[config.mk]
export PLATFORM = sky130hd
export DESIGN_NAME = sbsi_div_cell
export DESIGN_NICKNAME = d
export VERILOG_FILES = /design/src/design/sbsi_div_cell.sv
export SDC_FILE = /design/constraint.sdc
export NUM_CORES = 1
export LEC_CHECK = 0
export BUFFER_PORTS_ARGS = -buffer_cell sky130_fd_sc_hd__buf_2
export CAP_MARGIN = 5
export CORE_UTILIZATION = 56
export CTS_BUF_LIST = sky130_fd_sc_hd__clkbuf_8
export CTS_CLUSTER_DIAMETER = 60
export DETAILED_ROUTE_END_ITERATION = 10
export HOLD_SLACK_MARGIN = 0.03
export PLACE_DENSITY_LB_ADDON = 0.12
export SYNTH_ARGS = -nofsm -noshare
export SYNTH_HDL_FRONTEND = slang
export SYNTH_SLANG_ARGS = --single-unit
[constraint.sdc]
create_clock -name clock -period 8.25 [get_ports clock]
set_input_delay 0.825 -clock clock [delete_from_list [all_inputs] [get_ports clock]]
set_output_delay 0.825 -clock clock [all_outputs]
set_load 0.1 [all_outputs]
[src/design/sbsi_div_cell.sv]
// One restoring-division step of a pipelined quotient chain.
// Depends on nothing but its parameters.
`default_nettype none
module sbsi_div_cell #(
   parameter int NW = 35,
   parameter int QW = 18
) (
   input  wire logic          clock,
   input  wire logic          advance,
   input  wire logic [NW-1:0] rem_in,
   input  wire logic [NW-1:0] den_in,
   input  wire logic [QW-1:0] quo_in,
   output logic      [NW-1:0] rem_ff,
   output logic      [NW-1:0] den_ff,
   output logic      [QW-1:0] quo_ff
);
   logic [NW:0] shifted;
   logic        ge;
   always_comb begin
      shifted = {rem_in, 1'b0};
      ge      = shifted >= {1'b0, den_in};
   end
   always_ff @(posedge clock) begin
      if (advance) begin
         rem_ff <= ge ? NW'(shifted - {1'b0, den_in}) : shifted[NW-1:0];
         den_ff <= den_in;
         quo_ff <= {quo_in[QW-2:0], ge};
      end
   end
endmodule
`default_nettype wire

==> metrics.csv <==
metric,value,unit
status,completed,
ys_seq_area_frac,0.5224,
pre_cts_slack,4.145,ns
final_max_slew_viol_count,0,
wl_met2,5407,um
highest_layer,met4,
period_needed,3.715,ns
synth_top_family_by_area,compound AO/OA/AOI/OAI gates,
synth_fp_nets,597,
fp.coreArea,8721,um2
hold_end,quo_ff[15]$_DFFE_PP_,
fmax,269.2,MHz
total_power,1.583,mW
gp_routability_congestion,0.8503,
diodes,0,
grt_pass1_wl,18210,um
synth_area_leaders,"edfxtp_1 52%, ha_1 8.7%, nand2_1 4.2%",
synthToLayoutAreaGrowth,23.50,%
die_width,97.05,um
finalWirelength,11010,um
powerDensity,253.3,nW/um2
vdd_drop_max,141.4,uV
synth_ff_type,edfxtp_1,
wl_per_cell,14.60,um
netlist_instances,471,
period_share,0.4503,
drtIter0Drc,202,
grt_start_max_net_pins,71,
finalSetupTns,0,ns
cts_tree,yes,
grtUsageTotal,0.2387,
fin_ws,4.535,ns
async_reset_ff_frac,0,
vias,4155,
synth_top_area_frac,0.5224,
avgSynthCellArea,10.74,um2
synth-simple-area-share,0.1009,
clk_pin_slew,0.10,ns
crit_path_end_kind,flip-flop,
drc_errors,0,
worstPathCellList,buf_2 > inv_1 > fa_1 > a211oi_1 > o21a_1 > a2111oi_2 > nor3_1 > o21ai_2 > o21ai_4 > buf_4 > nor3b_1 > mux2i_1 > o311ai_1,
ys_warn_count,0,
wl_met1,4644,um
grt_pass1_vias,4078,
synth-seq-cells,88,
hold_start,quo_in[14],
numPortBuffers,176,
crit_path_max_fanout,70,
synth_fa_ha_area_frac,0.09053,
netlist_area,5059,um2
synth_top_area_cell,edfxtp_1,
ctsHoldBuffers,0,
setup_viol,0,
worstPathArrival,3.80,ns
post-cts-setup-buffers,0,
boundaryPins,178,
cts_buffers,9,
slowest_stage,buf_4,
synth_compound_area_frac,0.1773,
final_layout_size_suffix_gt1_frac,0.3158,
max-clock-path-buffers,2,
rsz0062_at_grt,no,
dr.pass1.iters,4,
max_stage_delay,0.55,ns
nFillCells,662,
path_class,input pin to flip-flop,
clkSinkCount,88,
hold_class,input pin to flip-flop,
core.rowCount,34,
synth_xor_area_frac,0.05194,
synth-edff-count,88,
start_util,0.5801,
cp-start-kind,input pin,
fin_util,0.7164,
cts.repair.resized,0,
drtAntennaViolNets,0,
dieArea,9418,um2
die_h,97.05,um
yosysUniqueCellTypes,51,
gr-total-overflow,0,
nets,767,
vias_per_cell,5.511,
drv_cap,0,
required,8.33,ns
whs,0.6361,ns
htreeDepth,3,
dr_wl_met3,796,um
hold_viol,0,
leakage,2.835,nW
relSlewSlack,0.5397,
whs_path_depth,1,
hpwl,8313,um
synthMuxAreaShare,0.006431,
worst_pin_slew,0.6904,ns
clock-root-buffer,clkbuf_8,
antenna_found_initial,0,
critical path: cells and delay by family:
kind / cells / cell delay [ns]
adders and majority gates: 1 / 0.46
AOI/OAI and AO/OA: 6 / 1.15
and+or+nand+nor: 2 / 0.44
muxes: 1 / 0.18
buffers and inverters: 3 / 0.73
metal layers:
metal  up-vias  track usage
met2       145       0.4036
li1       2071            -
met1      1924       0.2932
met5         -            0
met3        15      0.07081
met4         0      0.07577
logic make-up (layout without fill, tap and decap cells):
| family | count (synthesis) | count (layout) |
|---|---|---|
| and+or+nand+nor | 110 | 110 |
| buffers and inverters | 66 | 241 |
| adders and majority gates | 36 | 36 |
| muxes | 3 | 3 |
| xor gates and xnor gates | 30 | 30 |
| AOI/OAI and AO/OA | 138 | 138 |
| DFF | 88 | 88 |
Yosys cell counts (all sizes together) (6+ instances only):
| cell | number |
|---|---|
| xnor2 | 16 |
| a21oi | 33 |
| clkbuf | 13 |
| o21ai | 50 |
| ha | 35 |
| nand2 | 57 |
| a21o | 16 |
| buf | 6 |
| xor2 | 14 |
| edfxtp | 88 |
| nor2 | 17 |
| nand4 | 13 |
| inv | 47 |
| a211oi | 6 |
| nand3 | 6 |
power breakdown:
| part | total [mW] | internal [mW] | switching, mW |
|---|---|---|---|
| clock | 0.340 | 0.175 | 0.165 |
| combinational | 0.673 | 0.134 | 0.539 |
| sequential | 0.570 | 0.557 | 0.0122 |
layout by cell type (no fill, tap or decap), drive strengths merged, types with 3 or more instances in the layout:
| master | n |
|---|---|
| a211oi | 6 |
| a21o | 16 |
| a21oi | 33 |
| a31oi | 4 |
| and4 | 3 |
| buf | 178 |
| clkbuf | 9 |
| edfxtp | 88 |
| ha | 35 |
| inv | 50 |
| nand2 | 57 |
| nand3 | 6 |
| nand4 | 13 |
| nor2 | 17 |
| nor4 | 3 |
| o211ai | 4 |
| o21a | 4 |
| o21ai | 50 |
| o31ai | 3 |
| xnor2 | 16 |
| xor2 | 14 |
sequential cells by signal, summed over array words and instances (netlist names):
register,count
rem_ff,35
quo_ff,18
den_ff,35
how the worst max path moves through the flow:
stage,start,endpoint,slack [ns],cells after the start
5_1_grt,den_in[0],rem_ff[31]$_DFFE_PP_,4.21,13
3_5_place_dp,den_in[0],rem_ff[31]$_DFFE_PP_,4.15,13
6_report,den_in[0],rem_ff[31]$_DFFE_PP_,4.54,13
2_1_floorplan,den_in[0],rem_ff[1]$_DFFE_PP_,4.93,10
3_3_place_gp,den_in[0],rem_ff[31]$_DFFE_PP_,4.24,13
4_1_cts,den_in[0],rem_ff[31]$_DFFE_PP_,4.49,13
per-stage QoR:
stage / std cells / instance area [um2]
CTS: 754 / 6247
detailed placement: 738 / 6021
global placement: 738 / 6021
global route: 754 / 6247
finish: 754 / 6247
floorplan: 471 / 5059
layout make-up:
cell class,count,area (um2),area share
repair buffers,178,898.4,0.1438
well taps,108,135.1,0.02163
flip-flops and latches,88,2643,0.4230
clock buffers,9,123.9,0.01983
inverters,47,176.4,0.02824
multi-input cells,317,2168,0.3471
clock inverters,7,102.6,0.01642
Power figures use the tool's default switching activity.
